[config.mk]
export PLATFORM = sky130hd
export DESIGN_NAME = sdg_cfg
export DESIGN_NICKNAME = d
export VERILOG_FILES = /design/src/rtl/core/sdg_pkg.sv /design/src/rtl/core/sdg_cfg.sv
export SDC_FILE = /design/constraint.sdc
export NUM_CORES = 1
export LEC_CHECK = 0
export ABC_AREA = 1
export BUFFER_PORTS_ARGS = -buffer_cell sky130_fd_sc_hd__clkbuf_2
export CAP_MARGIN = 30
export CORE_ASPECT_RATIO = 1.2
export CORE_UTILIZATION = 40
export DETAILED_ROUTE_END_ITERATION = 10
export MAX_ROUTING_LAYER = met4
export PLACE_DENSITY = 0.67
export RECOVER_POWER = 25
export SLEW_MARGIN = 10
export SYNTH_ARGS = -nofsm -noshare
export SYNTH_HDL_FRONTEND = slang
export SYNTH_SLANG_ARGS = --single-unit
[constraint.sdc]
create_clock -name clk -period 0.9 [get_ports clk]
set_input_delay 0.045 -clock clk [delete_from_list [all_inputs] [get_ports clk]]
set_output_delay 0.045 -clock clk [all_outputs]
set_load 0.05 [all_outputs]
[src/rtl/core/sdg_pkg.sv]
// Shared types and constants for the sidechain ducking gain core.
package sdg_pkg;

	localparam int CFG_IDX_W = 2;
	localparam int MUL_W = 18;
	localparam int PROD_W = 2 * MUL_W;

	localparam logic [15:0] FULL_GAIN = 16'h8000;

	localparam logic [CFG_IDX_W-1:0] REG_ENABLE = 2'd0;
	localparam logic [CFG_IDX_W-1:0] REG_AMOUNT = 2'd1;
	localparam logic [CFG_IDX_W-1:0] REG_ATTACK = 2'd2;
	localparam logic [CFG_IDX_W-1:0] REG_RELEASE = 2'd3;

	typedef struct packed {
		logic        enable;
		logic [15:0] amount;
		logic [15:0] atk_coef;
		logic [15:0] rel_coef;
	} cfg_t;

endpackage

[src/rtl/core/sdg_cfg.sv]
// Configuration register bank; amount is clamped to full depth on write.
module sdg_cfg (
	input  logic                          clk,
	input  logic                          arst_n,
	input  logic                          cfg_we,
	input  logic [sdg_pkg::CFG_IDX_W-1:0] cfg_idx,
	input  logic [15:0]                   cfg_data,
	output sdg_pkg::cfg_t                 cfg
);

	sdg_pkg::cfg_t cfg_q;

	always_ff @(posedge clk or negedge arst_n) begin
		if (!arst_n) begin
			cfg_q.enable <= 1'b1;
			cfg_q.amount <= '0;
			cfg_q.atk_coef <= '0;
			cfg_q.rel_coef <= '0;
		end else if (cfg_we) begin
			case (cfg_idx)
				sdg_pkg::REG_ENABLE: cfg_q.enable <= cfg_data[0];
				sdg_pkg::REG_AMOUNT: begin
					cfg_q.amount <= (cfg_data > sdg_pkg::FULL_GAIN) ?
						sdg_pkg::FULL_GAIN : cfg_data;
				end
				sdg_pkg::REG_ATTACK: cfg_q.atk_coef <= cfg_data;
				sdg_pkg::REG_RELEASE: cfg_q.rel_coef <= cfg_data;
				default: ;
			endcase
		end
	end

	assign cfg = cfg_q;

endmodule

==> results.md <==
- Final instance area: roughly 3300 um^2
- Delay-heaviest family, CP: flip-flops
- Post-Synthesis Cells: 225
- Clk_lat worst skew: 0.30 ns
- Total wire length: 5387 um
- First-pass GRT wire length: 8162 um
- Detailed Routing Iterations Pass 1: 4
- GR Util All Layers: 21.70%
- Slowest Stage Delay on Critical Path: about 0.56 ns
- CP Data Arrival Time: 1.02 ns
- FF+latch count, synth: 49
- Vias in the first global route: approximately 1700
- Maximum clock rate: 0.9363 GHz
- Hold Path End: cfg[8]
- Antenna diodes: 0
- Max reg flops: 49
- Final min period: 1.068 ns
- Gr ovfl total: 0
- Port Buffers: 69
- Final #Nets: 359
- CP required: ~0.85 ns
- Worst r2r src: cfg[16]
- I/O pin total: 70
- Synthesized area: 1952 um^2
- Initial antenna violation count: 0
- CTS Buffer Depth: 2
- TritonCTS Buffers: 5
- Post-DP HPWL: 3249 um
- Number of fill cells: 339
- Largest net degree at the start of global routing: 33
- Die ar.: between 5000 and 6000 um^2
- Overall die height: 78.52 um
- Clock Skews: 0 ns
- YS warnings: 0
- Reg2Reg Setup Slack: -0.02 ns
- CP bufs+invs: 1
- DRC viols: 0
- WL/cell: 13.57 um
- Slew @ Worst Pin: around 0.66 ns
- RSZ-0062 raised after global routing: true
- Failing checks: negative setup slack
- Final ANT Viol Nets: 0
- PwrDens: about 2200 nW/um^2
- Die X-Extent: 65.77 um
- Vias: 1832
- Worst-path cell chain: clkbuf_16
- CP max-delay cell: dfstp_2
- Type of origin of the critical path: flop
- Place WS: -0.1147 ns
- Status: finished with violations
- CTS Sinks: 49
- Max FO, Critical Path: 2
- WS Path Type: flop to output port
- Routability cong.: 0.7780
- Synthesized Nets: 246
- H-Tree Depth: 2
- CP endpoint kind: output port
- Hold slack: 0.02689 ns
- Max Slew Vio Count: 0
- Placed cell areas: 2454 um^2
- Worst hold start: cfg_data[8]
- Mean Syn Cell Area: 8.675 um^2
- FP Rows: 27
- Slew HR: 56.18%
- Core ar.: approximately 4600 um^2
- Final Hold Viols: 0
- Initial drt markers: 150
- Worst hold path type: primary input to flop
- Share of cells above drive strength 1: about 37%
- Number of max-cap violations: 0
- Reg2reg end: cfg[16]
- CTS tree: built
- Sequential cell area fraction in the yosys report: a little over three fifths
- Starting Density: 42.17%
- Clock Root Buffer: clkbuf_8
- R2R cell count: 4
- Final setup fails: 64
- Leakage: between 1.5 and 2 nW
- Fin crit share: 118.7%
- Post-synth cell types: 11
- Vias per Instance: 4.615
- IR drop worst, VDD: 1.224 mV
- Clock slew at reported path FFs: 0.09 ns
- Area Growth Syn to Fin: 69.49%
- Hold Path Depth: 3
- Worst setup margin: -0.1680 ns
==> worst max path at each step <==
stage                       startpoint       to  slack [ns]  cells past startpoint
after floorplan                cfg[48]  cfg[48]        0.02                      2
after global placement    cfg_data[10]  cfg[38]        -0.1                      8
after detailed placement  cfg_data[10]  cfg[37]       -0.11                      8
after CTS                      cfg[48]  cfg[48]       -0.17                      1
after global routing           cfg[48]  cfg[48]       -0.19                      1
final                          cfg[48]  cfg[48]       -0.17                      1
==> cell usage in the layout (no fill, tap or decap) <==
master         instances
buf_12                 4
buf_4                 42
buf_8                 48
clkbuf_1               2
clkbuf_16              1
clkbuf_2              19
clkbuf_8               5
clkinv_2               2
dfrtp_1               48
dfstp_2                1
dlygate4sd3_1          1
inv_1                 18
nand2_1               83
nand2_2                2
nand3_1                4
nor2_1                25
o21ai_0               30
o21ai_1                4
==> metal layers <==
| metal | part of all wire [%] | track usage [%] | up-vias |
|---|---|---|---|
| li1 | - | - | 916 |
| met1 | 44 | 27.98 | 860 |
| met2 | 52 | 34.59 | 50 |
| met3 | 3.0 | 3.924 | 6 |
| met4 | 1.4 | 6.522 | 0 |
| met5 | 0 | - | - |
==> repair_timing <==
action,in CTS,in global routing
buffers inserted,14,21
endpoints found under the setup margin,49,49
hold endpoints to repair,49,0
hold buffers,1,0
gates resized for setup,99,52
==> layout make-up <==
cell class	count	area (um^2)	area share, %
Multi-Input combinational cell	148	608.1	18.38
Clock buffer	6	72.57	2.194
Clock inverter	2	10.01	0.3026
Timing Repair Buffer	116	1250	37.78
Tap cell	58	72.57	2.194
Inverter	18	67.56	2.042
Sequential cell	49	1227	37.10
==> cells in the mapped netlist, drive strengths merged <==
cell type,number,area (um^2)
inv,18,67.56
dfstp,1,26.28
o21ai,34,170.2
buf,4,26.27
clkbuf,6,22.52
nand3,4,20.02
nand2,85,324.1
dfrtp,48,1201
nor2,25,93.84
==> stage by stage <==
step	setup TNS [ns]	util, %	power, W	std cells
final	-1.228	71.48	0.007234	397
after global routing	-5.487	71.48	0.007541	397
after CTS	-1.524	66.80	0.006792	376
after detailed placement	-1.437	53.01	0.004843	353
after global placement	-1.228	53.01	0.004819	353
after floorplan	0	-	0.004246	225
==> where the power goes <==
part | switching (W) | internal (W) | total, W
Combinational | 0.00174 | 0.00140 | 0.00314
Clock | 0.000703 | 0.000540 | 0.00124
Sequential | 0.000318 | 0.00254 | 0.00285
==> cell families after synthesis <==
| family | count (synthesis) | synth area share [%] |
|---|---|---|
| AND/OR/NAND/NOR | 114 | 22.44 |
| buffers and inverters | 28 | 5.961 |
| AO/OA/AOI/OAI | 34 | 8.718 |
| flip-flops | 49 | 62.88 |
Power figures use the tool's default switching activity.
