$ cat src/rtl/core/sdg_pkg.sv
// Shared types and constants for the sidechain ducking gain core.
package sdg_pkg;

	localparam int CFG_IDX_W = 2;
	localparam int MUL_W = 18;
	localparam int PROD_W = 2 * MUL_W;

	localparam logic [15:0] FULL_GAIN = 16'h8000;

	localparam logic [CFG_IDX_W-1:0] REG_ENABLE = 2'd0;
	localparam logic [CFG_IDX_W-1:0] REG_AMOUNT = 2'd1;
	localparam logic [CFG_IDX_W-1:0] REG_ATTACK = 2'd2;
	localparam logic [CFG_IDX_W-1:0] REG_RELEASE = 2'd3;

	typedef struct packed {
		logic        enable;
		logic [15:0] amount;
		logic [15:0] atk_coef;
		logic [15:0] rel_coef;
	} cfg_t;

endpackage

$ cat src/rtl/core/sdg_mul.sv
// Shared signed multiplier with registered product.
module sdg_mul (
	input  logic                             clk,
	input  logic signed [sdg_pkg::MUL_W-1:0]  op_a,
	input  logic signed [sdg_pkg::MUL_W-1:0]  op_b,
	output logic signed [sdg_pkg::PROD_W-1:0] prod_q
);

	always_ff @(posedge clk) begin
		prod_q <= op_a * op_b;
	end

endmodule

$ cat config.mk
export PLATFORM = sky130hd
export DESIGN_NAME = sdg_mul
export DESIGN_NICKNAME = d
export VERILOG_FILES = /design/src/rtl/core/sdg_pkg.sv /design/src/rtl/core/sdg_mul.sv
export SDC_FILE = /design/constraint.sdc
export NUM_CORES = 1
export LEC_CHECK = 0
export ABC_CLOCK_PERIOD_IN_PS = 11900
export BUFFER_PORTS_ARGS = -buffer_cell sky130_fd_sc_hd__buf_2
export CORE_MARGIN = 1.5
export CORE_UTILIZATION = 50
export DETAILED_ROUTE_END_ITERATION = 12
export PLACE_DENSITY = 0.64
export SETUP_SLACK_MARGIN = 0.15
export SLEW_MARGIN = 20
export SYNTH_ARGS = -nofsm -noshare
export SYNTH_HDL_FRONTEND = slang
export SYNTH_SLANG_ARGS = --single-unit
$ cat constraint.sdc
create_clock -name clk -period 11.9 [get_ports clk]
set_input_delay 0.595 -clock clk [delete_from_list [all_inputs] [get_ports clk]]
set_output_delay 0.595 -clock clk [all_outputs]
set_load 0.005 [all_outputs]
==> flow_summary_export.csv, run 1 <==
group,metric,value,unit
outcome,status,"complete, no violations",
synth,ys_ff_latch,36,
synth,synth_cells,1378,
synth,synth_area,12900,µm²
worst_hold_path,hold_class,"primary input to register",
worst_setup_path,crit_type,"primary input to register",
synth,yosysTopAreaCell,"fa_1",
cells_and_area,fill_cells,2363,
routing,dr.pass1.iters,6,
timing,setup_viol,0,
synth,avgSynthCellArea,9.37,µm²
synth,synth_ff_type,"dfxtp_1",
synth,synth_nets,1837,
clock_tree,post_cts_buffers,0,
placed_design,routabilityCongestion,0.878,
synth,synth_top_area_frac,0.510,
cells_and_area,layout.nets,1873,
placed_design,dp_hpwl,25600,µm
floorplan,core_area,25300,µm²
synth,ys_seq_area_frac,0.0558,
routing,drcViolationCount,0,
timing,worst_pin_slew,0.709,ns
global_route,grt_pass1_vias,9524,
global_route,grt_usage,0.249,
floorplan,start_util,0.511,
timing,worst_slack,4.84,ns
timing,relSlewSlack,0.521,
timing,max_freq,0.142,GHz
timing,rsz0062_at_grt,"no",
cells_and_area,reg_top3,"prod_q (36)",
synth,synthArstFlopShare,0,
timing,drv_slew,0,
floorplan,num_rows,58,
timing,post-route-period-util,0.593,
cells_and_area,n_antenna_cell,0,
worst_setup_path,endpoint_kind,"register",
routing,avgRoutedWirePerCell,17.5,µm
clock_tree,cts_buffers,5,
clock_tree,hold_buffers,0,
routing,drt-initial-drc-count,564,
clock_tree,clock-sinks,36,
worst_setup_path,crit_path_max_fanout,18,
clock_tree,cts_root_buffer,"clkbuf_16",
clock_tree,cts_tree,"yes",
cells_and_area,largest_reg_flops,36,
synth,synth.distinct_cells,48,
run,maxCapViolCount,0,
cells_and_area,area_delta_synth_final,6.11,%
timing,tns,0,ns
global_route,antenna_found_initial,1,
clock_tree,clk_pin_slew,0.06,ns
placed_design,port_buffers,72,
routing,wirelength,30500,µm
synth,ys_top_cells_by_count,"inv_1, fa_1, and2_1, nand2_1, ha_1",
cells_and_area,seq_area,721,µm²
synth,synthTopCellsByArea,"fa_1, inv_1, ha_1",
global_route,grt_max_degree,20,
clock_tree,clk_path_buf_depth,2,
worst_setup_path,critPathRequiredTime,12.13,ns
global_route,overflow,0,
clock_tree,h-tree-depth,2,
cells_and_area,multi_input_area,10600,µm²
global_route,grt_pass1_wl,50400,µm
floorplan,die_w,164,µm
floorplan,io_pins,73,
routing,drt-vias-per-instance,5.14,
worst_setup_path,crit_arrival,7.29,ns
clock_tree,cts_resized,0,
routing,drt.antenna.violating_nets,0,
synth,yosysMostFrequentCell,"inv_1",
floorplan,dieArea,26800,µm²
cells_and_area,layout-drive-gt1-share,0.0664,
worst_setup_path,start_kind,"primary input",
routing,num_vias,8974,
floorplan,die_height,164,µm
synth,synth_edf_count,0,
timing,hold_viol,0,
synth,ys_warn_count,0,
timing,period_needed,7.06,ns
cells_and_area,largest-register,"prod_q",
placed_design,dpl_worst_slack,4.51,ns
-- metrics by stage --
stage	cell area, µm²	cells	utilization	hold WS (ns)
global placement	13500	1737	0.536	0.972
CTS	13700	1745	0.543	0.805
global route	13700	1745	0.543	0.815
detailed placement	13500	1737	0.536	0.968
finish	13700	1745	0.543	0.811
floorplan	12900	1378	-	0.717
-- routing by layer --
layer  GRT usage  share of wire
met4      0.0711          0.027
met3      0.0341          0.049
met5           0        0.00043
met2       0.415           0.49
met1       0.341           0.43
-- kinds of logic after synthesis --
logic type      count (synthesis)  share of synthesized area
compound gates                 82                     0.0448
simple gates                  387                      0.154
mux                             2                    0.00165
buf+inv                       415                      0.121
fa+ha+maj                     422                      0.600
xor+xnor                       34                     0.0231
flops                          36                     0.0558
-- worst max-delay path: stages --
cell,delay (ns)
buf_2,0.33
nand2_1,0.21
fa_1,0.56
inv_1,0.14
fa_1,0.88
fa_1,0.53
fa_1,0.54
fa_1,0.50
inv_1,0.05
fa_1,0.48
inv_1,0.04
ha_1,0.38
and3_1,0.28
and4_1,0.20
o211ai_1,0.10
o211ai_1,0.24
o41ai_1,0.65
o2111ai_1,0.21
a21oi_1,0.22
xnor2_1,0.13
-- worst paths after layout --
| kind | from | cells after the start | to | slack, ns |
|---|---|---|---|---|
| worst max-delay path | op_b[3] | 20 | prod_q[35] | 4.84 |
| worst min-delay path | op_b[0] | 2 | prod_q[0] | 0.81 |
-- cells in the final DEF, fill, tap and decap left out, types with 3 or more instances in the layout --
master     synthesis  final
a31oi_1            5      5
o21bai_1           5      5
nand3_1            6      6
inv_1            371    371
clkbuf_16          0      5
fa_1             329    329
a211o_1            3      3
ha_1              93     93
dfxtp_1           36     36
a21boi_0           3      3
o211ai_1           5      5
nor2_1            18     18
xnor2_1           32     32
nand2_1          157    157
a21o_1             8      8
o21ai_0           15     15
a21oi_1           20     20
nor3_1             5      5
and2_1           163    163
nand2b_1           9      9
buf_2              0     72
nor2b_1           17     17
-- final cells by class --
| class | instances | area share |
|---|---|---|
| clock buffers | 5 | 0.00913 |
| multi-input cells | 927 | 0.777 |
| repair buffers | 73 | 0.0268 |
| clock inverters | 3 | 0.00310 |
| flip-flops and latches | 36 | 0.0526 |
| well taps | 330 | 0.0301 |
| inverters | 371 | 0.102 |
Power of run 1 is left out: the tool's default activity adds up to more than one toggle a clock period on the data nets, which glitch-free logic cannot reach.
==> run 2, diff against run 1 <==
--- a/config.mk
+++ b/config.mk
@@ -5,12 +5,12 @@
 export SDC_FILE = /design/constraint.sdc
 export NUM_CORES = 1
 export LEC_CHECK = 0
-export ABC_CLOCK_PERIOD_IN_PS = 11900
+export ABC_CLOCK_PERIOD_IN_PS = 5800
 export BUFFER_PORTS_ARGS = -buffer_cell sky130_fd_sc_hd__buf_2
 export CORE_MARGIN = 1.5
 export CORE_UTILIZATION = 50
 export DETAILED_ROUTE_END_ITERATION = 12
-export PLACE_DENSITY = 0.64
+export PLACE_DENSITY = 0.67
 export SETUP_SLACK_MARGIN = 0.15
 export SLEW_MARGIN = 20
 export SYNTH_ARGS = -nofsm -noshare
==> constraint.sdc (replaced) <==
create_clock -name clk -period 5.8 [get_ports clk]
set_input_delay 0.29 -clock clk [delete_from_list [all_inputs] [get_ports clk]]
set_output_delay 0.29 -clock clk [all_outputs]
set_load 0.005 [all_outputs]
==> flow_summary_export.csv, run 2 (same netlist as run 1, synthesis figures left out) <==
group,metric,value,unit
timing,rsz0062_at_grt,"yes",
cells_and_area,layout-drive-gt1-share,0.227,
worst_setup_path,crit_type,"primary input to register",
global_route,grt_pass1_wl,53100,µm
worst_hold_path,hold_end,"prod_q[0]",
timing,period_needed,5.59,ns
routing,drt-initial-drc-count,433,
floorplan,start_util,0.511,
clock_tree,cts_tree,"yes",
clock_tree,h-tree-depth,2,
worst_hold_path,hold_start,"op_b[0]",
cells_and_area,reg_top3,"prod_q (36)",
floorplan,die_height,164,µm
worst_hold_path,min_path_cells,3,
timing,hold_viol,0,
floorplan,num_rows,58,
routing,avgRoutedWirePerCell,17.3,µm
timing,setup_viol,0,
worst_setup_path,critPathRequiredTime,5.97,ns
worst_setup_path,crit_arrival,5.77,ns
floorplan,die_w,164,µm
worst_setup_path,start_kind,"primary input",
routing,drt-vias-per-instance,5.05,
cells_and_area,fill_cells,2099,
cells_and_area,area_delta_synth_final,22.0,%
clock_tree,cts_root_buffer,"clkbuf_16",
floorplan,dieArea,26800,µm²
global_route,grt_usage,0.260,
routing,wirelength,33000,µm
timing,worst_pin_slew,0.438,ns
cells_and_area,multi_input_area,11100,µm²
worst_setup_path,crit_path_max_fanout,8,
routing,num_vias,9652,
clock_tree,clk_path_buf_depth,2,
clock_tree,hold_buffers,0,
floorplan,io_pins,73,
clock_tree,clk_pin_slew,0.07,ns
timing,drv_slew,0,
routing,drt.antenna.violating_nets,0,
worst_hold_path,hold_class,"primary input to register",
cells_and_area,largest_reg_flops,36,
clock_tree,clock-sinks,36,
global_route,antenna_found_initial,0,
placed_design,dp_hpwl,28200,µm
timing,post-route-period-util,0.964,
clock_tree,cts_buffers,5,
worst_setup_path,endpoint_kind,"register",
global_route,overflow,0,
cells_and_area,final_common_cell,"inv_1",
outcome,status,"complete, no violations",
cells_and_area,layout_common_cells,"inv_1, fa_1, buf_4",
cells_and_area,seq_area,721,µm²
routing,dr.pass1.iters,5,
placed_design,routabilityCongestion,0.926,
run,maxCapViolCount,0,
timing,max_freq,0.179,GHz
cells_and_area,largest-register,"prod_q",
global_route,grt_max_degree,19,
global_route,grt_pass1_vias,11047,
cells_and_area,n_antenna_cell,0,
timing,relSlewSlack,0.706,
cells_and_area,layout.nets,2038,
timing,hold_slack,0.446,ns
placed_design,port_buffers,72,
floorplan,core_area,25300,µm²
routing,drcViolationCount,0,
## run 2: worst max path at each step
stage | startpoint | to | depth (start not counted)
3_3_place_gp | op_a[6] | prod_q[28] | 22
3_5_place_dp | op_a[11] | prod_q[35] | 20
5_1_grt | op_a[13] | prod_q[35] | 21
4_1_cts | op_a[17] | prod_q[35] | 24
6_report | op_a[13] | prod_q[35] | 21
2_1_floorplan | op_b[10] | prod_q[35] | 23
## run 2: area by class of cell
class / count / area share
flip-flops and latches: 36 / 0.0458
inverters: 371 / 0.0884
multi-input cells: 927 / 0.708
clock buffers: 5 / 0.00794
repair buffers: 238 / 0.123
well taps: 330 / 0.0262
clock inverters: 3 / 0.00119
## run 2: critical path, cell delays in order
cell       delay [ns]
buf_6            0.12
and2_4           0.16
fa_1             0.54
inv_2            0.04
fa_1             0.53
inv_1            0.06
fa_1             0.51
inv_2            0.04
fa_1             0.58
fa_1             0.45
fa_2             0.56
inv_2            0.04
ha_4             0.16
a21o_1           0.20
a21o_1           0.19
a221oi_4         0.25
o211ai_1         0.20
o41ai_2          0.43
o2111ai_1        0.17
a21oi_2          0.16
xnor2_1          0.08
## run 2: per-layer routing
layer	up-vias	GRT usage	routed length (µm)
met4	0	0.122	1750
met5	-	0	0
met1	4933	0.272	11500
li1	4377	-	-
met3	92	0.0242	1160
met2	250	0.516	18500
## run 2: what timing repair did
| item | CTS | global route |
|---|---|---|
| setup buffers | 1 | 11 |
| gates resized for setup | 43 | 151 |
| pin swaps | 39 | 61 |
| gates cloned | 0 | 2 |
| endpoints found under the setup margin | 9 | 13 |
## run 2: through the flow
step	setup TNS, ns	setup slack, ns	area [µm²]	std cells	utilization
2_1_floorplan	0	0.138	13100	1378	-
3_3_place_gp	-1.52	-0.316	14800	1888	0.587
3_5_place_dp	-2.33	-0.337	14800	1888	0.587
4_1_cts	0	0.151	15100	1897	0.599
5_1_grt	-0.0541	-0.0285	15800	1910	0.624
6_report	0	0.208	15800	1910	0.624
Power of run 2 is left out for the same reason.
==> run 3, diff against run 2 <==
--- a/config.mk
+++ b/config.mk
@@ -5,12 +5,12 @@
 export SDC_FILE = /design/constraint.sdc
 export NUM_CORES = 1
 export LEC_CHECK = 0
-export ABC_CLOCK_PERIOD_IN_PS = 5800
+export ABC_CLOCK_PERIOD_IN_PS = 5700
 export BUFFER_PORTS_ARGS = -buffer_cell sky130_fd_sc_hd__buf_2
 export CORE_MARGIN = 1.5
 export CORE_UTILIZATION = 50
 export DETAILED_ROUTE_END_ITERATION = 12
-export PLACE_DENSITY = 0.67
+export PLACE_DENSITY_LB_ADDON = 0.12
 export SETUP_SLACK_MARGIN = 0.15
 export SLEW_MARGIN = 20
 export SYNTH_ARGS = -nofsm -noshare
==> constraint.sdc (replaced) <==
create_clock -name clk -period 5.7 [get_ports clk]
set_input_delay 0.285 -clock clk [delete_from_list [all_inputs] [get_ports clk]]
set_output_delay 0.285 -clock clk [all_outputs]
set_load 0.005 [all_outputs]
==> flow_summary_export.csv, run 3 (same netlist as run 1, synthesis figures left out) <==
group,metric,value,unit
outcome,status,"complete, no violations",
routing,drcViolationCount,0,
cells_and_area,layout.nets,2043,
worst_setup_path,slowest_delay,0.55,ns
timing,worst_pin_slew,0.379,ns
worst_setup_path,cpMaxStageDelayCell,"fa_1",
clock_tree,cts_tree,"yes",
routing,dr.pass1.iters,6,
clock_tree,cts_buffers,5,
timing,drv_slew,0,
worst_setup_path,crit_path_max_fanout,15,
timing,rsz0062_at_grt,"yes",
global_route,grt_pass1_wl,53100,µm
clock_tree,hold_buffers,0,
clock_tree,clk_path_buf_depth,2,
clock_tree,clock-sinks,36,
worst_setup_path,critPathLaunch,"op_b[8]",
cells_and_area,seq_area,721,µm²
timing,post-route-period-util,0.971,
timing,relSlewSlack,0.746,
worst_setup_path,crit_arrival,5.74,ns
cells_and_area,layout-drive-gt1-share,0.233,
routing,wirelength,31900,µm
global_route,overflow,0,
clock_tree,h-tree-depth,2,
cells_and_area,fill_cells,2173,
timing,hold_viol,0,
global_route,grt_usage,0.260,
clock_tree,cts_root_buffer,"clkbuf_16",
routing,avgRoutedWirePerCell,16.6,µm
worst_hold_path,hold_class,"primary input to register",
floorplan,die_height,164,µm
timing,period_needed,5.53,ns
floorplan,start_util,0.511,
cells_and_area,n_antenna_cell,0,
routing,drt.antenna.violating_nets,0,
routing,drt-vias-per-instance,4.97,
cells_and_area,largest-register,"prod_q",
clock_tree,clk_pin_slew,0.07,ns
cells_and_area,largest_reg_flops,36,
worst_setup_path,crit_top_cell,"fa_1",
floorplan,num_rows,58,
timing,setup_viol,0,
worst_setup_path,cp_cell_sequence,"buf_12, buf_6, and2_4, fa_1, fa_1, ha_2, inv_2, fa_1, inv_1, fa_1, inv_1, fa_1, inv_2, ha_4, a2111oi_4, o21ai_2, a221oi_4, a21oi_4, or4_4, a41o_1, a21oi_2, xnor2_2",
cells_and_area,reg_top3,"prod_q (36)",
routing,num_vias,9520,
global_route,grt_max_degree,18,
cells_and_area,area_delta_synth_final,23.0,%
worst_setup_path,critPathRequiredTime,5.91,ns
worst_setup_path,endpoint_kind,"register",
floorplan,io_pins,73,
run,maxCapViolCount,0,
floorplan,dieArea,26800,µm²
timing,tns,0,ns
cells_and_area,final_common_cell,"inv_1",
routing,drt-initial-drc-count,472,
cells_and_area,layout_common_cells,"inv_1, fa_1, buf_4",
placed_design,dp_hpwl,27900,µm
cells_and_area,multi_input_area,11200,µm²
floorplan,core_area,25300,µm²
worst_hold_path,min_path_cells,3,
worst_setup_path,crit_type,"primary input to register",
floorplan,die_w,164,µm
global_route,grt_pass1_vias,10718,
timing,max_freq,0.181,GHz
worst_setup_path,crit_end,"prod_q[28]",
global_route,antenna_found_initial,0,
cells_and_area,fin_util,0.629,
placed_design,port_buffers,72,
placed_design,routabilityCongestion,0.882,
worst_setup_path,start_kind,"primary input",
run 3: critical path: cells and delay by family:
kind	cells	cell delay, ns
AND/OR/NAND/NOR	2	0.63
AO/OA/AOI/OAI	6	1.26
XOR/XNOR	1	0.14
adder cells (fa/ha/maj)	7	2.98
buffers and inverters	6	0.43
run 3: through the flow:
| step | hold WS (ns) | cell area [µm²] | setup WS [ns] | instances |
|---|---|---|---|---|
| 6_report | 0.409 | 15900 | 0.167 | 1915 |
| 3_5_place_dp | 0.658 | 15000 | -0.411 | 1892 |
| 3_3_place_gp | 0.661 | 15000 | -0.387 | 1892 |
| 2_1_floorplan | 0.407 | 13300 | 0.144 | 1378 |
| 5_1_grt | 0.430 | 15900 | -0.0518 | 1915 |
| 4_1_cts | 0.504 | 15400 | 0.0843 | 1904 |
run 3: how the worst min path moves through the flow:
| stage | start | endpoint | slack [ns] |
|---|---|---|---|
| floorplan | op_a[0] | prod_q[0] | 0.41 |
| global placement | prod_q[4] | prod_q[4] | 0.66 |
| detailed placement | prod_q[2] | prod_q[2] | 0.66 |
| CTS | op_b[0] | prod_q[0] | 0.50 |
| global route | op_b[0] | prod_q[0] | 0.43 |
| finish | op_b[0] | prod_q[0] | 0.41 |
run 3: final cells by class:
| cell class | count | area share |
|---|---|---|
| clock buffers | 5 | 0.00788 |
| clock inverters | 3 | 0.00268 |
| inverters | 371 | 0.0881 |
| multi-input cells | 927 | 0.704 |
| flip-flops and latches | 36 | 0.0454 |
| well taps | 330 | 0.0260 |
| repair buffers | 243 | 0.126 |
run 3: timing repair:
action,CTS,global route
endpoints found under the setup margin,11,16
cloned,0,1
setup buffers,4,10
resized for setup,49,125
pin swaps,29,56
run 3: routing by layer:
layer,global-route usage,routed length [µm],vias to the layer above
li1,-,-,4392
met1,0.296,11800,4872
met2,0.497,17700,182
met3,0.0230,858,74
met4,0.105,1500,0
met5,0,0,-
Power of run 3 is left out for the same reason.
