==> src/rtl/core/sdg_pkg.sv <==
// Shared types and constants for the sidechain ducking gain core.
package sdg_pkg;

	localparam int CFG_IDX_W = 2;
	localparam int MUL_W = 18;
	localparam int PROD_W = 2 * MUL_W;

	localparam logic [15:0] FULL_GAIN = 16'h8000;

	localparam logic [CFG_IDX_W-1:0] REG_ENABLE = 2'd0;
	localparam logic [CFG_IDX_W-1:0] REG_AMOUNT = 2'd1;
	localparam logic [CFG_IDX_W-1:0] REG_ATTACK = 2'd2;
	localparam logic [CFG_IDX_W-1:0] REG_RELEASE = 2'd3;

	typedef struct packed {
		logic        enable;
		logic [15:0] amount;
		logic [15:0] atk_coef;
		logic [15:0] rel_coef;
	} cfg_t;

endpackage

==> src/rtl/core/sdg_if.sv <==
// Valid/ready channel interfaces for sample words and result words.
interface sdg_in_if;
	logic                 valid;
	logic                 ready;
	logic                 channel;
	logic signed [15:0]   sample;
	logic signed [15:0]   sidechain_sample;

	modport source (output valid, channel, sample, sidechain_sample, input ready);
	modport sink (input valid, channel, sample, sidechain_sample, output ready);
endinterface

interface sdg_out_if;
	logic                 valid;
	logic                 ready;
	logic                 out_channel;
	logic signed [15:0]   out_sample;
	logic [15:0]          gain;

	modport source (output valid, out_channel, out_sample, gain, input ready);
	modport sink (input valid, out_channel, out_sample, gain, output ready);
endinterface

==> src/rtl/core/sdg_seq.sv <==
// Sequencer and datapath: depth, smoothing and scaling through the shared multiplier.
module sdg_seq #(
	parameter int CHANNELS = 2
) (
	input  logic                              clk,
	input  logic                              arst_n,
	input  sdg_pkg::cfg_t                     cfg,
	sdg_in_if.sink                            samples,
	sdg_out_if.source                         results,
	output logic signed [sdg_pkg::MUL_W-1:0]  op_a,
	output logic signed [sdg_pkg::MUL_W-1:0]  op_b,
	input  logic signed [sdg_pkg::PROD_W-1:0] prod_q
);

	localparam int IDX_W = (CHANNELS > 1) ? $clog2(CHANNELS) : 1;
	localparam logic HAS_CH1 = (CHANNELS > 1);

	localparam logic [2:0] S_IDLE  = 3'd0;
	localparam logic [2:0] S_DEPTH = 3'd1;
	localparam logic [2:0] S_TGT   = 3'd2;
	localparam logic [2:0] S_POLE  = 3'd3;
	localparam logic [2:0] S_GAIN  = 3'd4;
	localparam logic [2:0] S_SCALE = 3'd5;
	localparam logic [2:0] S_DONE  = 3'd6;

	logic [2:0]          state_q;
	logic                ch_q;
	logic signed [15:0]  s_q;
	logic signed [15:0]  sc_q;
	logic                bypass_q;
	logic [15:0]         target_q;
	logic [15:0]         g_q;
	logic [15:0]         gain_q [CHANNELS];

	logic                out_valid_q;
	logic                out_ch_q;
	logic signed [15:0]  out_sample_q;
	logic [15:0]         out_gain_q;

	logic                accept;
	logic                out_load;
	logic                oor;
	logic [IDX_W-1:0]    idx;
	logic [15:0]         prev;
	logic [16:0]         sc_ext;
	logic [16:0]         mag;
	logic [15:0]         alpha;
	logic signed [17:0]  diff;
	logic [31:0]         dsum;
	logic [16:0]         depth;
	logic [16:0]         depth_c;
	logic [15:0]         target_n;
	logic signed [35:0]  acc;
	logic [16:0]         gsum;
	logic [15:0]         g_n;
	logic signed [35:0]  sp;
	logic signed [20:0]  q;
	logic signed [15:0]  sat;

	assign samples.ready = (state_q == S_IDLE);
	assign accept = samples.valid && samples.ready;
	assign out_load = (state_q == S_DONE) && (!out_valid_q || results.ready);

	// only channel 1 can fall outside the store, and only with a single channel
	assign oor = ch_q & ~HAS_CH1;
	assign idx = oor ? '0 : IDX_W'(ch_q);
	assign prev = oor ? 16'd0 : gain_q[idx];

	assign sc_ext = {sc_q[15], sc_q};
	assign mag = sc_q[15] ? 17'(-sc_ext) : sc_ext;
	assign alpha = (target_q > prev) ? cfg.atk_coef : cfg.rel_coef;
	assign diff = $signed({2'b00, prev}) - $signed({2'b00, target_q});

	// depth = round(|sc| * amount / 2^15), target = 1 - depth
	assign dsum = prod_q[31:0] + 32'd16384;
	assign depth = dsum[31:15];
	assign depth_c = (depth > {1'b0, sdg_pkg::FULL_GAIN}) ? {1'b0, sdg_pkg::FULL_GAIN} : depth;
	assign target_n = 16'({1'b0, sdg_pkg::FULL_GAIN} - depth_c);

	// (1-a)*t + a*p rewritten as t*2^16 + a*(p-t)
	assign acc = $signed({4'b0000, target_q, 16'h0000}) + prod_q + 36'sd32768;
	assign gsum = acc[32:16];
	assign g_n = (gsum > {1'b0, sdg_pkg::FULL_GAIN}) ? sdg_pkg::FULL_GAIN : gsum[15:0];

	assign sp = prod_q + 36'sd16384;
	assign q = sp[35:15];
	always_comb begin
		if (q > 21'sd32767) begin
			sat = 16'sh7FFF;
		end else if (q < -21'sd32768) begin
			sat = 16'sh8000;
		end else begin
			sat = q[15:0];
		end
	end

	always_comb begin
		case (state_q)
			S_DEPTH: begin
				op_a = $signed({1'b0, mag});
				op_b = $signed({2'b00, cfg.amount});
			end
			S_POLE: begin
				op_a = $signed({2'b00, alpha});
				op_b = diff;
			end
			// operands held through completion so the product survives a stalled result
			S_SCALE, S_DONE: begin
				op_a = $signed({{2{s_q[15]}}, s_q});
				op_b = $signed({2'b00, g_q});
			end
			default: begin
				op_a = '0;
				op_b = '0;
			end
		endcase
	end

	always_ff @(posedge clk or negedge arst_n) begin
		if (!arst_n) begin
			state_q <= S_IDLE;
		end else begin
			case (state_q)
				S_IDLE:  if (accept) state_q <= S_DEPTH;
				S_DEPTH: state_q <= S_TGT;
				S_TGT:   state_q <= S_POLE;
				S_POLE:  state_q <= S_GAIN;
				S_GAIN:  state_q <= S_SCALE;
				S_SCALE: state_q <= S_DONE;
				S_DONE:  if (out_load) state_q <= S_IDLE;
				default: state_q <= S_IDLE;
			endcase
		end
	end

	always_ff @(posedge clk) begin
		if (accept) begin
			ch_q <= samples.channel;
			s_q <= samples.sample;
			sc_q <= samples.sidechain_sample;
			bypass_q <= ~cfg.enable;
		end
		if (state_q == S_TGT) target_q <= target_n;
		if (state_q == S_GAIN) g_q <= g_n;
	end

	always_ff @(posedge clk or negedge arst_n) begin
		if (!arst_n) begin
			for (int i = 0; i < CHANNELS; i++) gain_q[i] <= '0;
		end else if (out_load && !bypass_q && !oor) begin
			gain_q[idx] <= g_q;
		end
	end

	always_ff @(posedge clk or negedge arst_n) begin
		if (!arst_n) begin
			out_valid_q <= 1'b0;
		end else if (out_load) begin
			out_valid_q <= 1'b1;
		end else if (results.ready) begin
			out_valid_q <= 1'b0;
		end
	end

	always_ff @(posedge clk) begin
		if (out_load) begin
			out_ch_q <= ch_q;
			if (oor) begin
				out_sample_q <= s_q;
				out_gain_q <= '0;
			end else if (bypass_q) begin
				out_sample_q <= s_q;
				out_gain_q <= prev;
			end else begin
				out_sample_q <= sat;
				out_gain_q <= g_q;
			end
		end
	end

	assign results.valid = out_valid_q;
	assign results.out_channel = out_ch_q;
	assign results.out_sample = out_sample_q;
	assign results.gain = out_gain_q;

	a_accept_starts: assert property (@(posedge clk) disable iff (!arst_n)
		accept |=> state_q == S_DEPTH)
		else $error("accepted word did not start the sequence");

	a_gain_bound: assert property (@(posedge clk) disable iff (!arst_n)
		state_q == S_SCALE |-> g_q <= sdg_pkg::FULL_GAIN)
		else $error("smoothed gain above unity");

	a_store_only_done: assert property (@(posedge clk) disable iff (!arst_n)
		state_q != S_DONE |=> $stable(gain_q[0]))
		else $error("gain store written outside completion");

	a_out_gain_bound: assert property (@(posedge clk) disable iff (!arst_n)
		out_valid_q |-> out_gain_q <= sdg_pkg::FULL_GAIN)
		else $error("result gain above unity");

endmodule

==> src/flat_wrapper.sv <==
// flat-port wrapper written by rule: the top's interface ports become plain ports
module sdg_seq_flat 
#(
	parameter int CHANNELS = 2
)
  (clk, arst_n, cfg, op_a, op_b, prod_q, samples_valid, samples_channel, samples_sample, samples_sidechain_sample, samples_ready, results_valid, results_out_channel, results_out_sample, results_gain, results_ready);
  sdg_in_if samples_i ();
  sdg_out_if results_i ();
  input  logic clk;
  input  logic arst_n;
  input  sdg_pkg::cfg_t cfg;
  output logic signed [sdg_pkg::MUL_W-1:0] op_a;
  output logic signed [sdg_pkg::MUL_W-1:0] op_b;
  input  logic signed [sdg_pkg::PROD_W-1:0] prod_q;
  input wire logic [$bits(samples_i.valid)-1:0] samples_valid;
  input wire logic [$bits(samples_i.channel)-1:0] samples_channel;
  input wire logic [$bits(samples_i.sample)-1:0] samples_sample;
  input wire logic [$bits(samples_i.sidechain_sample)-1:0] samples_sidechain_sample;
  output wire logic [$bits(samples_i.ready)-1:0] samples_ready;
  output wire logic [$bits(results_i.valid)-1:0] results_valid;
  output wire logic [$bits(results_i.out_channel)-1:0] results_out_channel;
  output wire logic [$bits(results_i.out_sample)-1:0] results_out_sample;
  output wire logic [$bits(results_i.gain)-1:0] results_gain;
  input wire logic [$bits(results_i.ready)-1:0] results_ready;
  assign samples_i.valid = samples_valid;
  assign samples_i.channel = samples_channel;
  assign samples_i.sample = samples_sample;
  assign samples_i.sidechain_sample = samples_sidechain_sample;
  assign samples_ready = samples_i.ready;
  assign results_valid = results_i.valid;
  assign results_out_channel = results_i.out_channel;
  assign results_out_sample = results_i.out_sample;
  assign results_gain = results_i.gain;
  assign results_i.ready = results_ready;
  sdg_seq #(.CHANNELS(CHANNELS)) u_core (.clk(clk), .arst_n(arst_n), .cfg(cfg), .samples(samples_i), .results(results_i), .op_a(op_a), .op_b(op_b), .prod_q(prod_q));
endmodule
==> config.mk <==
export PLATFORM = sky130hd
export DESIGN_NAME = sdg_seq_flat
export DESIGN_NICKNAME = d
export VERILOG_FILES = /design/src/rtl/core/sdg_pkg.sv /design/src/rtl/core/sdg_if.sv /design/src/rtl/core/sdg_seq.sv /design/src/flat_wrapper.sv
export SDC_FILE = /design/constraint.sdc
export NUM_CORES = 1
export LEC_CHECK = 0
export CORE_MARGIN = 3
export CORE_UTILIZATION = 54
export DETAILED_ROUTE_END_ITERATION = 10
export DONT_BUFFER_PORTS = 1
export GPL_TIMING_DRIVEN = 1
export MAX_ROUTING_LAYER = met4
export PLACE_DENSITY = 0.68
export SKIP_LAST_GASP = 1
export SLEW_MARGIN = 40
export SYNTH_ARGS = -nofsm -noshare
export SYNTH_HDL_FRONTEND = slang
export SYNTH_SLANG_ARGS = --single-unit
==> constraint.sdc <==
create_clock -name clk -period 6 [get_ports clk]
set_clock_uncertainty 0.1 [all_clocks]
set_input_delay 0.9 -clock clk [delete_from_list [all_inputs] [get_ports clk]]
set_output_delay 0.9 -clock clk [all_outputs]
set_load 0.02 [all_outputs]
==> results of run 1 <==
-- metrics by stage --
stage               setup slack [ns]  utilization, %  hold WS, ns  cells
global route                   0.428            61.3       0.0521   1080
global placement               0.926            57.5        0.384   1048
detailed placement             0.896            57.5        0.392   1048
floorplan                       1.22               -        0.324    844
CTS                            0.382            61.2       0.0538   1080
finish                         0.657            61.3       0.0671   1080
-- worst max path at each step --
| stage | end | startpoint |
|---|---|---|
| floorplan | op_a[10] | u_core.ch_q$_DFFE_PP_ |
| detailed placement | op_a[3] | u_core.ch_q$_DFFE_PP_ |
| CTS | op_a[3] | u_core.ch_q$_DFFE_PP_ |
| global placement | op_a[14] | u_core.ch_q$_DFFE_PP_ |
| global route | op_a[13] | u_core.ch_q$_DFFE_PP_ |
| finish | op_b[12] | u_core.ch_q$_DFFE_PP_ |
-- cells by family (layout without fill, tap and decap cells) --
family                   after synthesis  in the layout  share of synthesized area, %
buffers and inverters                 72             92                          3.53
flip-flops                           135            135                          43.3
XOR/XNOR                              63             63                          6.17
multiplexers                          94             94                          11.4
AO/OA/AOI/OAI                        203            203                          16.1
AND/OR/NAND/NOR                      240            240                          14.1
adder cells (fa/ha/maj)               37             37                          5.35
-- flip-flops by register name (all words and copies together) (netlist names), 3 cells and up --
register and cells:
u_core.gain_q 32, u_core.g_q 16, u_core.results.gain 16, u_core.s_q 16, u_core.results.out_sample 16, u_core.state_q 3
u_core.target_q 16, u_core.sc_q 16
-- final cells by class --
cell class,instances,area [um^2],area share (%)
multi-input combinational,637,4780,48.6
sequential,135,3870,39.3
clock buffer,19,443,4.50
tap,216,270,2.75
timing repair buffer,28,210,2.14
clock inverter,13,145,1.47
inverter,32,120,1.22
-- per-layer routing --
| metal | GRT usage [%] | share of wire [%] |
|---|---|---|
| met1 | 33.2 | 42 |
| met2 | 43.9 | 50 |
| met3 | 6.07 | 6.2 |
| met4 | 7.24 | 1.9 |
| met5 | - | 0 |
-- power breakdown --
group | internal, mW | switching (mW) | total, mW
logic | 0.921 | 1.35 | 2.27
registers | 1.33 | 0.240 | 1.57
clock network | 0.629 | 0.415 | 1.04
total | 2.88 | 2.00 | 4.88
-- cells in the mapped netlist, types with 8 or more instances --
cell type / instances / share of area, %
a21oi_1: 24 / 1.3
a221o_1: 15 / 1.7
nor2_1: 50 / 2.1
o31ai_1: 10 / 0.84
clkbuf_1: 23 / 0.97
nand3_1: 21 / 1.2
mux2_2: 65 / 8.2
mux2i_1: 29 / 3.2
and3_1: 8 / 0.56
xnor2_1: 39 / 3.8
ha_1: 35 / 4.9
nand2b_1: 12 / 0.84
a21o_1: 9 / 0.76
inv_1: 32 / 1.3
nand2_1: 60 / 2.5
or3_1: 8 / 0.56
a211oi_1: 8 / 0.67
nor3_1: 21 / 1.2
a22oi_1: 22 / 1.8
o21ai_0: 49 / 2.7
edfxtp_1: 99 / 33
o21a_1: 10 / 0.84
o22ai_1: 12 / 0.84
nor4_1: 9 / 0.63
dfrtp_1: 36 / 10
nor3b_1: 9 / 0.76
xor2_1: 24 / 2.4
nor2b_1: 11 / 0.77
-- critical path: cells and delay by family (launching register included) --
family / cells / cell delay (ns)
buffers and inverters: 1 / 0.06
xor gates and xnor gates: 1 / 0.17
AOI/OAI and AO/OA: 7 / 1.97
muxes: 1 / 0.32
DFF: 1 / 0.77
adders and majority gates: 2 / 0.61
==> results_dict.tcl, run 1 <==
set metrics [dict create \
    fmax_mhz 187 \
    num_rows 46 \
    io_buffers 0 \
    avgRoutedWirePerCell_um 21.8 \
    crit_type "reg -> out" \
    critPathMaxStageDelay_ns 0.77 \
    leakage_nw 3.72 \
    dp_hpwl_mm 17.8 \
    cpMaxStageDelayCell "edfxtp_1" \
    ir_worst_vdd_mv 0.250 \
    layout-drive-gt1-share_pct 17.4 \
    clock-sinks 135 \
    cts_buffer_depth 2 \
    power.density_mw_per_mm2 496 \
    fp.dieW_um 135 \
    clk_latency_ns 0.42 \
    num_io_pins 193 \
    grt_pass1_vias 6780 \
    status "completed" \
    r2r-start "u_core.target_q[3]$_DFFE_PP_" \
    worstPathRequired_ns 5.00 \
    synth_fp_nets 1003 \
    vias 6901 \
    synth-edff-count 99 \
    firstDrtPassIters 7 \
    ant_nets 0 \
    grt_overflow 0 \
    netlist_instances 844 \
    htree_levels 4 \
    synthArstFlopShare_pct 26.7 \
    reg2regPathDepth 9 \
    ys_ff_latch 135 \
    finalCritPeriodShare_pct 89.1 \
    antenna_found_initial 0 \
    rrSetupSlack_ns 2.55 \
    slew_headroom_pct 46.5 \
    cts_tree "yes" \
    cts_made_buffers 17 \
    yosysUniqueCellTypes 76 \
    synth_area_mm2 0.00894 \
    finalSetupViolations 0 \
    reg2reg_to "u_core.g_q[5]$_SDFFCE_PN0P_" \
    cts.clk_slew.worst_paths_ns 0.07 \
    setup-tns-final_ns 0 \
    synth-main-ff-cell "edfxtp_1" \
    power_mw 4.88 \
    worstSetupStartpointType "register" \
    drc 0 \
    start_util_pct 55.7 \
    final_common_cell "edfxtp_1" \
    rsz0062_at_grt "no" \
    drv_slew 0 \
    cts_resized 0 \
    seq_area_frac_synth_pct 43.3 \
    areaGrowthSynthToFinish_pct 10.1 \
    dieArea_mm2 0.0181 \
    crit_path_end_kind "output port" \
    post_cts_buffers 0 \
    maxCapViolations 0 \
    hold_class "in -> async" \
    gp_congestion 0.952 \
    routed_wl_mm 23.6 \
    layout_common_cells "edfxtp_1 (99), mux2_2 (65), nand2_1 (59)" \
    placed_area_mm2 0.00924 \
    drt_iter0_drc 574 \
    core_mm2 0.0161 \
    hold_viol 0 \
    yosysWarnings 0 \
    fin_crit_ns 5.34 \
    hold_buffers 0 \
    crit_arrival_ns 4.34 \
    path_cells "mux2i_1, ha_1, inv_1, fa_1, a21o_1, a21oi_1, o21bai_1, a21oi_1, o31ai_1, a211oi_1, xor2_1, o21ai_0" \
    track_usage_pct 26.6 \
    clockRootBuffer "clkbuf_16" \
    diodes 0 \
    num-nets-final 1010 \
    stdcell_area_mm2 0.00984 \
    grt_pass1_wl_mm 36.8 \
    cp_max_fo 12 \
    fillCellCount 1251 \
    cp_common_cell "a21oi_1" \
    fp.dieH_um 135 \
    syn_avg_cell_area_um2 10.6 \
    viasPerCell 6.39 \
    worst_slew_pin_slew_ns 0.794 \
    grt_start_max_net_pins 38 \
]
No activity file was read; power rests on OpenSTA's default activity.
==> run 2: changes to the inputs <==
--- a/config.mk
+++ b/config.mk
@@ -5,6 +5,8 @@
 export SDC_FILE = /design/constraint.sdc
 export NUM_CORES = 1
 export LEC_CHECK = 0
+export ABC_CLOCK_PERIOD_IN_PS = 6000
+export CORE_ASPECT_RATIO = 0.75
 export CORE_MARGIN = 3
 export CORE_UTILIZATION = 54
 export DETAILED_ROUTE_END_ITERATION = 10
==> results_dict.tcl, run 2 (synthesized netlist as in run 1, its figures left out) <==
set metrics [dict create \
    rrSetupSlack_ns 2.57 \
    regMostFlops "u_core.gain_q" \
    crit_path_end_kind "output port" \
    fin_crit_ns 5.55 \
    largest_reg_flops 32 \
    fp.dieW_um 155 \
    pre_cts_ws_ns 0.917 \
    grt_pass1_wl_mm 37.4 \
    setup_slack_ns 0.450 \
    finalCritPeriodShare_pct 92.5 \
    cts.clk_slew.worst_paths_ns 0.07 \
    finalSetupViolations 0 \
    diodes 0 \
    leakage_nw 3.73 \
    fp.dieH_um 117 \
    io_buffers 0 \
    track_usage_pct 26.9 \
    htree_levels 4 \
    drc 0 \
    areaGrowthSynthToFinish_pct 10.4 \
    fmax_mhz 180 \
    clock-sinks 135 \
    hold_class "in -> async" \
    worstSetupStartpointType "register" \
    crit_arrival_ns 4.55 \
    crit_type "reg -> out" \
    viasPerCell 6.45 \
    gp_congestion 0.873 \
    ant_nets 0 \
    grt_overflow 0 \
    vias 6931 \
    hold_viol 0 \
    fin_util_pct 61.2 \
    cts_made_buffers 17 \
    worst_slew_pin_slew_ns 0.826 \
    rsz0062_at_grt "no" \
    setup-tns-final_ns 0 \
    avgRoutedWirePerCell_um 22.5 \
    antenna_found_initial 0 \
    reg2regPathDepth 9 \
    slew_headroom_pct 44.4 \
    cp.buffers_inverters 2 \
    ir_worst_vdd_mv 0.213 \
    start_util_pct 55.5 \
    multi_input_area_mm2 0.00478 \
    firstDrtPassIters 8 \
    final_cells 1074 \
    clk_latency_ns 0.42 \
    num_io_pins 193 \
    layout_common_cells "edfxtp_1 (99), mux2_2 (65), nand2_1 (59)" \
    num-nets-final 1010 \
    reg2reg_to "u_core.g_q[5]$_SDFFCE_PN0P_" \
    cts_resized 0 \
    final_common_cell "edfxtp_1" \
    fillCellCount 1312 \
    clockRootBuffer "clkbuf_16" \
    routed_wl_mm 24.1 \
    placed_area_mm2 0.00923 \
    seqCellArea_mm2 0.00387 \
    cpMaxStageDelayCell "edfxtp_1" \
    stdcell_area_mm2 0.00987 \
    grt_pass1_vias 6751 \
    maxCapViolations 0 \
    critPathMaxStageDelay_ns 0.84 \
    power.density_mw_per_mm2 499 \
    drv_slew 0 \
    critical_path.top_delay_family "compound AO/OA/AOI/OAI gates" \
    drt_iter0_drc 699 \
    hold_buffers 0 \
    r2r-start "u_core.target_q[3]$_DFFE_PP_" \
    dieArea_mm2 0.0181 \
    status "completed" \
    placed_cells 1042 \
    num_rows 40 \
    core_mm2 0.0161 \
    grt_start_max_net_pins 38 \
    cts_buffer_depth 2 \
    cp_max_fo 16 \
    cts_tree "yes" \
    path_cells "mux2_2, ha_1, nor2b_1, o21a_1, o21ai_0, a2111oi_0, o311ai_0, a21oi_2, buf_4, mux2i_1, o21ai_0, buf_4" \
    post_cts_buffers 0 \
    dp_hpwl_mm 18.3 \
    worstPathRequired_ns 5.00 \
    layout-drive-gt1-share_pct 17.5 \
]
-- run 2: worst max path at each step --
stage	endpoint	cells past startpoint	slack (ns)	from
detailed placement	op_a[9]	12	0.92	u_core.ch_q$_DFFE_PP_
global route	op_a[0]	12	0.23	u_core.ch_q$_DFFE_PP_
CTS	op_a[9]	12	0.45	u_core.ch_q$_DFFE_PP_
global placement	op_a[11]	12	1.04	u_core.ch_q$_DFFE_PP_
finish	op_a[13]	12	0.45	u_core.ch_q$_DFFE_PP_
floorplan	op_a[10]	12	1.22	u_core.ch_q$_DFFE_PP_
-- run 2: area by class of cell --
cell class                      instances  area share (%)
Clock buffer                           17            4.31
Clock inverter                         15            1.95
Inverter                               32            1.22
Multi-Input combinational cell        637            48.5
Sequential cell                       135            39.3
Tap cell                              210            2.66
Timing Repair Buffer                   28            2.13
-- run 2: worst register-to-register path: stages, from the launching register on --
cell	delay (ns)
edfxtp_1	0.39
ha_1	0.37
a2111oi_2	0.45
o21a_1	0.26
nor3_1	0.12
or2_2	0.30
o311ai_0	0.48
and3_1	0.25
a41oi_2	0.25
nor3b_1	0.28
-- run 2: report_power, final --
part	total [mW]	internal (mW)	switching, mW	leakage [nW]
combinational	2.25	0.919	1.34	2.05
sequential	1.58	1.33	0.249	1.38
clock	1.09	0.664	0.429	0.295
-- run 2: per-layer routing --
metal | global-route usage, % | up-vias | share of wire (%)
met5 | - | - | 0
met4 | 5.41 | 0 | 0.75
met3 | 6.38 | 21 | 9.3
met2 | 40.0 | 319 | 46
met1 | 38.0 | 3378 | 44
li1 | - | 3213 | -
-- run 2: per-stage QoR --
step           power [mW]  hold WS (ns)
2_1_floorplan        3.24         0.324
3_3_place_gp         3.71         0.384
3_5_place_dp         3.80         0.392
4_1_cts              4.90        0.0558
5_1_grt              5.19        0.0459
6_report             4.93        0.0690
